$ cat src/sv/bblt_pkg.sv
// Package for the bit-aligned rectangle copier: command, status and register codes,
// controller state type and the controller-to-datapath command struct.
// No dependencies.
package bblt_pkg;

	// Command codes carried on the slave tuser
	localparam logic [1:0] CMD_READ  = 2'd0;
	localparam logic [1:0] CMD_WRITE = 2'd1;
	localparam logic [1:0] CMD_COPY  = 2'd2;
	localparam logic [1:0] CMD_NOP   = 2'd3;

	// Status codes carried on the master tuser
	localparam logic [1:0] STAT_DONE      = 2'd0;
	localparam logic [1:0] STAT_START_OUT = 2'd1;
	localparam logic [1:0] STAT_SRC_OUT   = 2'd2;

	// Configuration register indexes
	localparam logic [1:0] REG_PITCH      = 2'd0;
	localparam logic [1:0] REG_PIXEL_BITS = 2'd1;
	localparam logic [1:0] REG_SCR_W      = 2'd2;
	localparam logic [1:0] REG_SCR_H      = 2'd3;

	// Register reset values
	localparam logic [14:0] PITCH_RST      = 15'd256;
	localparam logic [5:0]  PIXEL_BITS_RST = 6'd8;
	localparam logic [12:0] SCR_W_RST      = 13'd256;
	localparam logic [12:0] SCR_H_RST      = 13'd256;

	// Width of intermediate address arithmetic
	localparam int CALC_W = 32;

	typedef enum logic [3:0] {
		ST_IDLE,
		ST_READ,
		ST_WRITE,
		ST_CHK,
		ST_CHK2,
		ST_ROW,
		ST_ROW2,
		ST_CHUNK,
		ST_RD0,
		ST_RD1,
		ST_RDD,
		ST_WR,
		ST_DONE
	} state_t;

	// Per-cycle command from the controller to the datapath
	typedef struct packed {
		logic mem_rd;   // read frame memory at the given word
		logic mem_wr;   // write frame memory at the given word
		logic merge;    // write data is the masked merge, not the plain word
		logic cap_w0;   // hold first source word
		logic cap_sh;   // hold funnel-shifted source
	} dp_ctrl_t;

endpackage

$ cat src/sv/bblt_ctrl.sv
// Controller of the rectangle copier: handshakes, configuration registers, clipping,
// row and chunk sequencing. Drives bblt_dp through dp_ctrl_t. Depends on bblt_pkg.
module bblt_ctrl import bblt_pkg::*; #(
	parameter int WORD_BITS   = 32,
	parameter int FRAME_WORDS = 16384,
	localparam int LW = $clog2(WORD_BITS),
	localparam int AW = $clog2(FRAME_WORDS),
	localparam int BA = AW + LW
) (
	input  logic                 clk,
	input  logic                 arst_n,
	input  logic                 cfg_valid,
	output logic                 cfg_ready,
	input  logic [1:0]           cfg_index,
	input  logic [14:0]          cfg_data,
	input  logic                 s_axis_tvalid,
	output logic                 s_axis_tready,
	input  logic [119:0]         s_axis_tdata,
	input  logic [1:0]           s_axis_tuser,
	output logic                 m_axis_tvalid,
	input  logic                 m_axis_tready,
	output logic [31:0]          m_axis_tdata,
	output logic [1:0]           m_axis_tuser,
	output dp_ctrl_t             ctl,
	output logic [AW-1:0]        addr,
	output logic [LW-1:0]        off_s,
	output logic [LW-1:0]        off_d,
	output logic [LW:0]          cnt,
	output logic [WORD_BITS-1:0] wr_word,
	input  logic [WORD_BITS-1:0] rdata
);

	state_t state_q, state_nx;

	// Configuration
	logic [14:0] pitch_q;
	logic [5:0]  pix_q;
	logic [12:0] scr_w_q, scr_h_q;

	// Captured item
	logic [1:0]  cmd_q;
	logic [13:0] waddr_q;
	logic [31:0] wdata_q;
	logic [11:0] sx_q, sy_q, dx_q, dy_q;
	logic [12:0] aw_q, ah_q;

	// Copy geometry
	logic [12:0] wc_q, hc_q, row_q;
	logic        rev_q;
	logic [1:0]  stat_q;
	logic [18:0] n_q, pos_q;
	logic [17:0] dxpb_q, sxpb_q;
	logic [30:0] prod_d_q, prod_s_q;
	logic [BA-1:0] d_q, s_q, da_q, sa_q;
	logic [LW:0]   c_q;

	// Output register
	logic        m_valid_q;
	logic [31:0] m_data_q;
	logic [1:0]  m_user_q;

	logic        s_acc, out_free;
	logic [13:0] x2, y2;
	logic [12:0] x2c, y2c, wc, hc;
	logic        start_out, src_out, rev;
	logic [12:0] line_d, line_s;
	logic [17:0] pitch_bits;
	logic [30:0] prod_d, prod_s;
	logic [CALC_W-1:0] dsum, ssum;
	logic [CALC_W-1:0] da_f32, e32, da_r32, sa32;
	logic [LW:0]   avail_f, avail_r, c_f, c_r, c_nx;
	logic [18:0]   rem, npos_r;
	logic          last_chunk;

	assign cfg_ready     = 1'b1;
	assign s_axis_tready = (state_q == ST_IDLE);
	assign s_acc         = s_axis_tvalid && s_axis_tready;
	assign out_free      = !m_valid_q || m_axis_tready;
	assign m_axis_tvalid = m_valid_q;
	assign m_axis_tdata  = m_data_q;
	assign m_axis_tuser  = m_user_q;

	// Start check and destination clip
	assign start_out = ({1'b0, dx_q} > scr_w_q) || ({1'b0, sx_q} > scr_w_q) ||
		({1'b0, dy_q} > scr_h_q) || ({1'b0, sy_q} > scr_h_q);
	assign x2  = {2'b0, dx_q} + {1'b0, aw_q};
	assign y2  = {2'b0, dy_q} + {1'b0, ah_q};
	assign x2c = (x2 > {1'b0, scr_w_q}) ? scr_w_q : x2[12:0];
	assign y2c = (y2 > {1'b0, scr_h_q}) ? scr_h_q : y2[12:0];
	assign wc  = x2c - {1'b0, dx_q};
	assign hc  = y2c - {1'b0, dy_q};
	assign rev = (dy_q > sy_q) || ((dy_q == sy_q) && (dx_q > sx_q));

	// Source check on the clipped size
	assign src_out = (({2'b0, sx_q} + {1'b0, wc_q}) > {1'b0, scr_w_q}) ||
		(({2'b0, sy_q} + {1'b0, hc_q}) > {1'b0, scr_h_q});

	// Row start bit addresses
	assign line_d     = rev_q ? ({1'b0, dy_q} + hc_q - 13'd1 - row_q) : ({1'b0, dy_q} + row_q);
	assign line_s     = rev_q ? ({1'b0, sy_q} + hc_q - 13'd1 - row_q) : ({1'b0, sy_q} + row_q);
	assign pitch_bits = {pitch_q, 3'b000};
	assign prod_d     = {18'b0, line_d} * {13'b0, pitch_bits};
	assign prod_s     = {18'b0, line_s} * {13'b0, pitch_bits};
	assign dsum       = {1'b0, prod_d_q} + CALC_W'(dxpb_q);
	assign ssum       = {1'b0, prod_s_q} + CALC_W'(sxpb_q);

	// Forward chunk: up to the end of the destination word
	assign da_f32  = CALC_W'(d_q) + CALC_W'(pos_q);
	assign avail_f = (LW+1)'(WORD_BITS) - {1'b0, da_f32[LW-1:0]};
	assign rem     = n_q - pos_q;
	assign c_f     = (rem < 19'(avail_f)) ? rem[LW:0] : avail_f;

	// Reverse chunk: back to the start of the destination word
	assign e32     = CALC_W'(d_q) + CALC_W'(pos_q) - CALC_W'(1);
	assign avail_r = {1'b0, e32[LW-1:0]} + (LW+1)'(1);
	assign c_r     = (pos_q < 19'(avail_r)) ? pos_q[LW:0] : avail_r;
	assign npos_r  = pos_q - 19'(c_r);
	assign da_r32  = CALC_W'(d_q) + CALC_W'(npos_r);
	assign sa32    = CALC_W'(s_q) + CALC_W'(rev_q ? npos_r : pos_q);
	assign c_nx    = rev_q ? c_r : c_f;

	assign last_chunk = rev_q ? (pos_q == 19'd0) : (pos_q == n_q);

	assign off_s   = sa_q[LW-1:0];
	assign off_d   = da_q[LW-1:0];
	assign cnt     = c_q;
	assign wr_word = WORD_BITS'(wdata_q);

	// State register
	always_ff @(posedge clk or negedge arst_n) begin
		if (!arst_n) begin
			state_q <= ST_IDLE;
		end else begin
			state_q <= state_nx;
		end
	end

	// Next state and datapath commands
	always_comb begin
		state_nx = state_q;
		ctl      = '0;
		addr     = AW'(waddr_q);
		case (state_q)
			ST_IDLE: begin
				if (s_acc) begin
					case (s_axis_tuser)
						CMD_READ:  state_nx = ST_READ;
						CMD_WRITE: state_nx = ST_WRITE;
						CMD_COPY:  state_nx = ST_CHK;
						default:   state_nx = ST_DONE;
					endcase
				end
			end
			ST_READ: begin
				ctl.mem_rd = 1'b1;
				state_nx   = ST_DONE;
			end
			ST_WRITE: begin
				ctl.mem_wr = 1'b1;
				state_nx   = ST_DONE;
			end
			ST_CHK: state_nx = start_out ? ST_DONE : ST_CHK2;
			ST_CHK2: state_nx = src_out ? ST_DONE : ST_ROW;
			ST_ROW: state_nx = ((n_q == 19'd0) || (hc_q == 13'd0)) ? ST_DONE : ST_ROW2;
			ST_ROW2: state_nx = ST_CHUNK;
			ST_CHUNK: state_nx = ST_RD0;
			ST_RD0: begin
				ctl.mem_rd = 1'b1;
				addr       = sa_q[BA-1:LW];
				state_nx   = ST_RD1;
			end
			ST_RD1: begin
				ctl.mem_rd = 1'b1;
				ctl.cap_w0 = 1'b1;
				addr       = sa_q[BA-1:LW] + AW'(1);
				state_nx   = ST_RDD;
			end
			ST_RDD: begin
				ctl.mem_rd = 1'b1;
				ctl.cap_sh = 1'b1;
				addr       = da_q[BA-1:LW];
				state_nx   = ST_WR;
			end
			ST_WR: begin
				ctl.mem_wr = 1'b1;
				ctl.merge  = 1'b1;
				addr       = da_q[BA-1:LW];
				if (!last_chunk) begin
					state_nx = ST_CHUNK;
				end else if (row_q == hc_q - 13'd1) begin
					state_nx = ST_DONE;
				end else begin
					state_nx = ST_ROW;
				end
			end
			ST_DONE: state_nx = out_free ? ST_IDLE : ST_DONE;
			default: state_nx = ST_IDLE;
		endcase
	end

	// Configuration registers
	always_ff @(posedge clk or negedge arst_n) begin
		if (!arst_n) begin
			pitch_q <= PITCH_RST;
			pix_q   <= PIXEL_BITS_RST;
			scr_w_q <= SCR_W_RST;
			scr_h_q <= SCR_H_RST;
		end else if (cfg_valid && cfg_ready) begin
			case (cfg_index)
				REG_PITCH:      pitch_q <= cfg_data;
				REG_PIXEL_BITS: pix_q   <= cfg_data[5:0];
				REG_SCR_W:      scr_w_q <= cfg_data[12:0];
				REG_SCR_H:      scr_h_q <= cfg_data[12:0];
				default:        pitch_q <= pitch_q;
			endcase
		end
	end

	// Result register
	always_ff @(posedge clk or negedge arst_n) begin
		if (!arst_n) begin
			m_valid_q <= 1'b0;
		end else if (state_q == ST_DONE && out_free) begin
			m_valid_q <= 1'b1;
		end else if (m_axis_tready) begin
			m_valid_q <= 1'b0;
		end
	end

	always_ff @(posedge clk) begin
		if (state_q == ST_DONE && out_free) begin
			m_data_q <= (cmd_q == CMD_READ) ? rdata[31:0] : 32'd0;
			m_user_q <= (cmd_q == CMD_COPY) ? stat_q : STAT_DONE;
		end
	end

	// Item capture and copy sequencing
	always_ff @(posedge clk) begin
		case (state_q)
			ST_IDLE: begin
				if (s_acc) begin
					cmd_q   <= s_axis_tuser;
					waddr_q <= s_axis_tdata[13:0];
					wdata_q <= s_axis_tdata[45:14];
					sx_q    <= s_axis_tdata[57:46];
					sy_q    <= s_axis_tdata[69:58];
					dx_q    <= s_axis_tdata[81:70];
					dy_q    <= s_axis_tdata[93:82];
					aw_q    <= s_axis_tdata[106:94];
					ah_q    <= s_axis_tdata[119:107];
					stat_q  <= STAT_DONE;
				end
			end
			ST_CHK: begin
				stat_q <= start_out ? STAT_START_OUT : STAT_DONE;
				wc_q   <= wc;
				hc_q   <= hc;
				rev_q  <= rev;
			end
			ST_CHK2: begin
				stat_q <= src_out ? STAT_SRC_OUT : STAT_DONE;
				n_q    <= {6'b0, wc_q} * {13'b0, pix_q};
				dxpb_q <= {6'b0, dx_q} * {12'b0, pix_q};
				sxpb_q <= {6'b0, sx_q} * {12'b0, pix_q};
				row_q  <= 13'd0;
			end
			ST_ROW: begin
				prod_d_q <= prod_d;
				prod_s_q <= prod_s;
			end
			ST_ROW2: begin
				d_q   <= dsum[BA-1:0];
				s_q   <= ssum[BA-1:0];
				pos_q <= rev_q ? n_q : 19'd0;
			end
			ST_CHUNK: begin
				da_q  <= rev_q ? da_r32[BA-1:0] : da_f32[BA-1:0];
				sa_q  <= sa32[BA-1:0];
				c_q   <= c_nx;
				pos_q <= rev_q ? npos_r : (pos_q + 19'(c_f));
			end
			ST_WR: begin
				if (last_chunk) begin
					row_q <= row_q + 13'd1;
				end
			end
			default: begin
				row_q <= row_q;
			end
		endcase
	end

	// A chunk written never runs past the end of its destination word
	a_chunk_fits: assert property (@(posedge clk) disable iff (!arst_n)
		(state_q == ST_WR) |-> (c_q != '0) && (({1'b0, off_d} + c_q) <= (LW+1)'(WORD_BITS)))
		else $error("chunk crosses destination word");

	// Memory is never read and written in the same cycle
	a_one_port: assert property (@(posedge clk) disable iff (!arst_n)
		!(ctl.mem_rd && ctl.mem_wr))
		else $error("read and write together");

	// Row position stays inside the row
	a_pos_range: assert property (@(posedge clk) disable iff (!arst_n)
		(state_q == ST_CHUNK || state_q == ST_WR) |-> (pos_q <= n_q))
		else $error("row position beyond row length");

	// An accepted item always leaves idle
	a_leave_idle: assert property (@(posedge clk) disable iff (!arst_n)
		s_acc |=> (state_q != ST_IDLE))
		else $error("accepted item not started");

endmodule
$ cat config.mk
export PLATFORM = sky130hd
export DESIGN_NAME = bblt_ctrl
export DESIGN_NICKNAME = d
export VERILOG_FILES = /design/src/sv/bblt_pkg.sv /design/src/sv/bblt_ctrl.sv
export SDC_FILE = /design/constraint.sdc
export NUM_CORES = 2
export LEC_CHECK = 0
export BUFFER_PORTS_ARGS = -buffer_cell sky130_fd_sc_hd__buf_4
export CAP_MARGIN = 0
export CELL_PAD_IN_SITES_DETAIL_PLACEMENT = 0
export CELL_PAD_IN_SITES_GLOBAL_PLACEMENT = 1
export CORE_ASPECT_RATIO = 0.7
export CORE_UTILIZATION = 45
export CTS_CLUSTER_SIZE = 14
export DETAILED_ROUTE_END_ITERATION = 12
export PLACE_DENSITY = 0.86
export RECOVER_POWER = 50
export SETUP_SLACK_MARGIN = 0.4
export SLEW_MARGIN = 15
export SYNTH_ARGS = -nofsm -noshare
export SYNTH_HDL_FRONTEND = slang
export SYNTH_SLANG_ARGS = --single-unit
$ cat constraint.sdc
create_clock -name clk -period 7.64 [get_ports clk]
set_clock_uncertainty 0.2 [all_clocks]
set_input_delay 2.292 -clock clk [delete_from_list [all_inputs] [get_ports clk]]
set_output_delay 2.292 -clock clk [all_outputs]
set_load 0.1 [all_outputs]
==> run metrics <==
run status=finished with violations; failing checks=capacitance limit, slew limit; HP Class=flop to flop; Post-Syn Area=0.0447 mm²; Startpoint Class=flop; nets=6141; Worst Path Max Fanout=3; initial core utilization=45.5%; Worst Hold Launch=dxpb_q[2]; worst r2r dst=prod_d_q[18]; Final min period=7470 ps; worst-margin pin slew=3520 ps; die area=0.101 mm²; Synth top area share=25.9%; area leader, netlist=edfxtp_1; Max stage delay cell, worst path=fa_1; vias in the first global route=34100; Final ANT Viol Nets=0; Worst R2R Start=hc_q[1]; # DRC=0; RSZ-0062 raised after global routing=true; Fillers=8676; Final WS setup=172 ps; hpwl dp=103 mm; Cells after Synth=4577; Worst Setup End Kind=flop; Final setup viols=0; Crit path largest cell delay=560 ps; Core Rows=96; total gr overflow=0; register area=0.0129 mm²; die width=379 µm; total clock sinks=438; commonest non-fill, non-tap cell in the layout=inv_1; DRT iter0 DRCs=3031; core area=0.0981 mm²; Syn Nets=5635; pin count of the biggest net entering global routing=124; drt via density=5.45; WL final=129 mm; Die Y-Extent=266 µm; slack of the worst reg-to-reg path=170 ps; Worst-path clk slew=70 ps; MaxCap Viol Count=10; pre-CTS WS=-54.8 ps; Yosys reg bits=438; WP data required=7800 ps; WL per Instance=20.1 µm; Worst Path Arrival=7630 ps; Mean Syn Cell Area=9.76 µm²; Root Buffer=clkbuf_16; critical path class=flop to flop; layout cells sized above 1=18.3%; register area share after synthesis=28.9%; footprint of the multi-input gates=0.0299 mm²; DR pass1 iterations=6; Post-synth EDFFs=386; io pins=280; worst skew pair latency=640 ps; crit share post-route=97.7%; Final Hold Violating Endpoints=0; total number of vias=35200; IO buf count=278; Primary FF master, synth=edfxtp_1; Post-synth ARST share=11.9%; hold path cells=0; first-pass GRT wire length=197 mm; CTS H-tree lvls=2; gp weighted congestion=0.930; Critical Path Most Common Cell=xnor2_1; Reg2Reg Depth=30; Syn. warnings=0; max-slew violation count=431; Unique masters post-synth=88; CTS Buf Count=51; GRT Util Overall=25.3%; Slew headroom=-135%; initial antenna violation count=2; Antenna Cells=0; Fmax=0.134 GHz; area grow syn2layout=18.8%; hold worst-path end=d_q[2]; Bufs on Longest Clock Path=3; main area contributors after synthesis=edfxtp_1 26%, ha_1 15%, fa_1 15%, inv_1 5.4%, xnor2_1 5.2%; CTS tree=yes; most frequent cells in the layout=628 x inv_1, 530 x ha_1, 446 x nand2_1
-- timing repair --
| action | 4_1_cts | 5_1_grt |
|---|---|---|
| pin swaps | 95 | 71 |
| resized for setup | 47 | 145 |
| setup endpoints to repair | 12 | 41 |
| cloned | 0 | 2 |
| hold buffers | 0 | 0 |
| setup buffers | 34 | 39 |
-- synthesized netlist by cell type, types with 8 or more instances --
master / count
a2111oi_0: 8
a211oi_1: 10
a21boi_0: 22
a21o_1: 91
a21oi_1: 254
a22oi_1: 8
a31oi_1: 15
and2_1: 198
and3_1: 13
buf_1: 12
buf_4: 11
clkbuf_1: 110
dfrtp_1: 48
edfxtp_1: 386
fa_1: 330
ha_1: 552
inv_1: 643
mux2_2: 72
mux2i_1: 25
nand2_1: 450
nand2b_1: 37
nand3_1: 65
nand4_1: 40
nor2_1: 213
nor2b_1: 58
nor3_1: 58
nor3b_1: 10
nor4_1: 24
o211ai_1: 8
o21a_1: 48
o21ai_0: 142
o21ai_1: 10
o21bai_1: 69
o221ai_1: 12
o22ai_1: 14
o31ai_1: 12
o41ai_1: 12
or2_2: 10
or3_1: 17
xnor2_1: 267
xor2_1: 83
-- critical path: cells and delay by family, from the launching register on --
| kind | cells | cell delay, ps |
|---|---|---|
| AO/OA/AOI/OAI | 6 | 1070 |
| AND/OR/NAND/NOR | 2 | 160 |
| flip-flops | 1 | 360 |
| XOR/XNOR | 11 | 1820 |
| adder cells (fa/ha/maj) | 8 | 3410 |
| buffers and inverters | 3 | 160 |
-- layout make-up --
cell class                      instances  share of cell area, %
Clock buffer                           62                   2.54
Clock inverter                         31                  0.563
Inverter                              645                   4.57
Sequential cell                       438                   24.3
Tap cell                             1323                   3.12
Timing Repair Buffer                  592                   8.52
Multi-Input combinational cell       3355                   56.4
-- how the worst max path moves through the flow --
stage / start / to / slack (ps) / cells after the start
after CTS: hc_q[2] / prod_d_q[18] / 160 / 31
after floorplan: pos_q[1] / sa_q[17] / 120 / 34
after global routing: row_q[2] / prod_s_q[18] / -210 / 30
after detailed placement: row_q[1] / prod_d_q[18] / -50 / 29
after global placement: hc_q[1] / prod_d_q[18] / 120 / 30
final: hc_q[1] / prod_d_q[18] / 170 / 30
-- sequential cells by signal, summed over array words and instances (netlist names), 13 cells and up --
name,flops
ah_q,13
pitch_q,15
pos_q,19
sxpb_q,18
scr_h_q,13
m_axis_tdata,32
da_q,19
row_q,13
waddr_q,14
prod_s_q,16
wc_q,13
sa_q,19
s_q,19
aw_q,13
scr_w_q,13
d_q,19
prod_d_q,16
n_q,19
dxpb_q,18
hc_q,13
wr_word,32
-- cells by family (layout without fill, tap and decap cells) --
| kind of cell | after synthesis | after routing | share of synthesized area [%] |
|---|---|---|---|
| AND/OR/NAND/NOR | 1221 | 1221 | 13.3 |
| other | 1 | 1 | 0.00840 |
| buffers and inverters | 784 | 1330 | 6.71 |
| adder cells (fa/ha/maj) | 883 | 883 | 30.3 |
| AO/OA/AOI/OAI | 798 | 798 | 11.4 |
| multiplexers | 97 | 97 | 2.38 |
| XOR/XNOR | 355 | 355 | 7.07 |
| flip-flops | 438 | 438 | 28.9 |
-- layer usage --
layer,track usage (%),vias to the layer above,share of wire (%)
met5,0,-,0
met4,4.27,0,1.7
met3,6.49,158,11
met2,35.1,1472,40
met1,39.4,17000,48
li1,-,16500,-
-- stage by stage --
stage                     area (µm²)  setup TNS [ps]  hold WS, ps  cells  utilization (%)
after detailed placement       50000           -54.8          207   6277             50.9
final                          53100               0          221   6446             54.1
after global placement         50000               0          204   6277             50.9
after floorplan                45000               0          200   4577                -
after CTS                      52100               0          223   6404             53.1
after global routing           53100            -568          231   6446             54.1
Power is not shown: default switching activity piles up to over one toggle a cycle in this logic, so the estimate is an artifact.
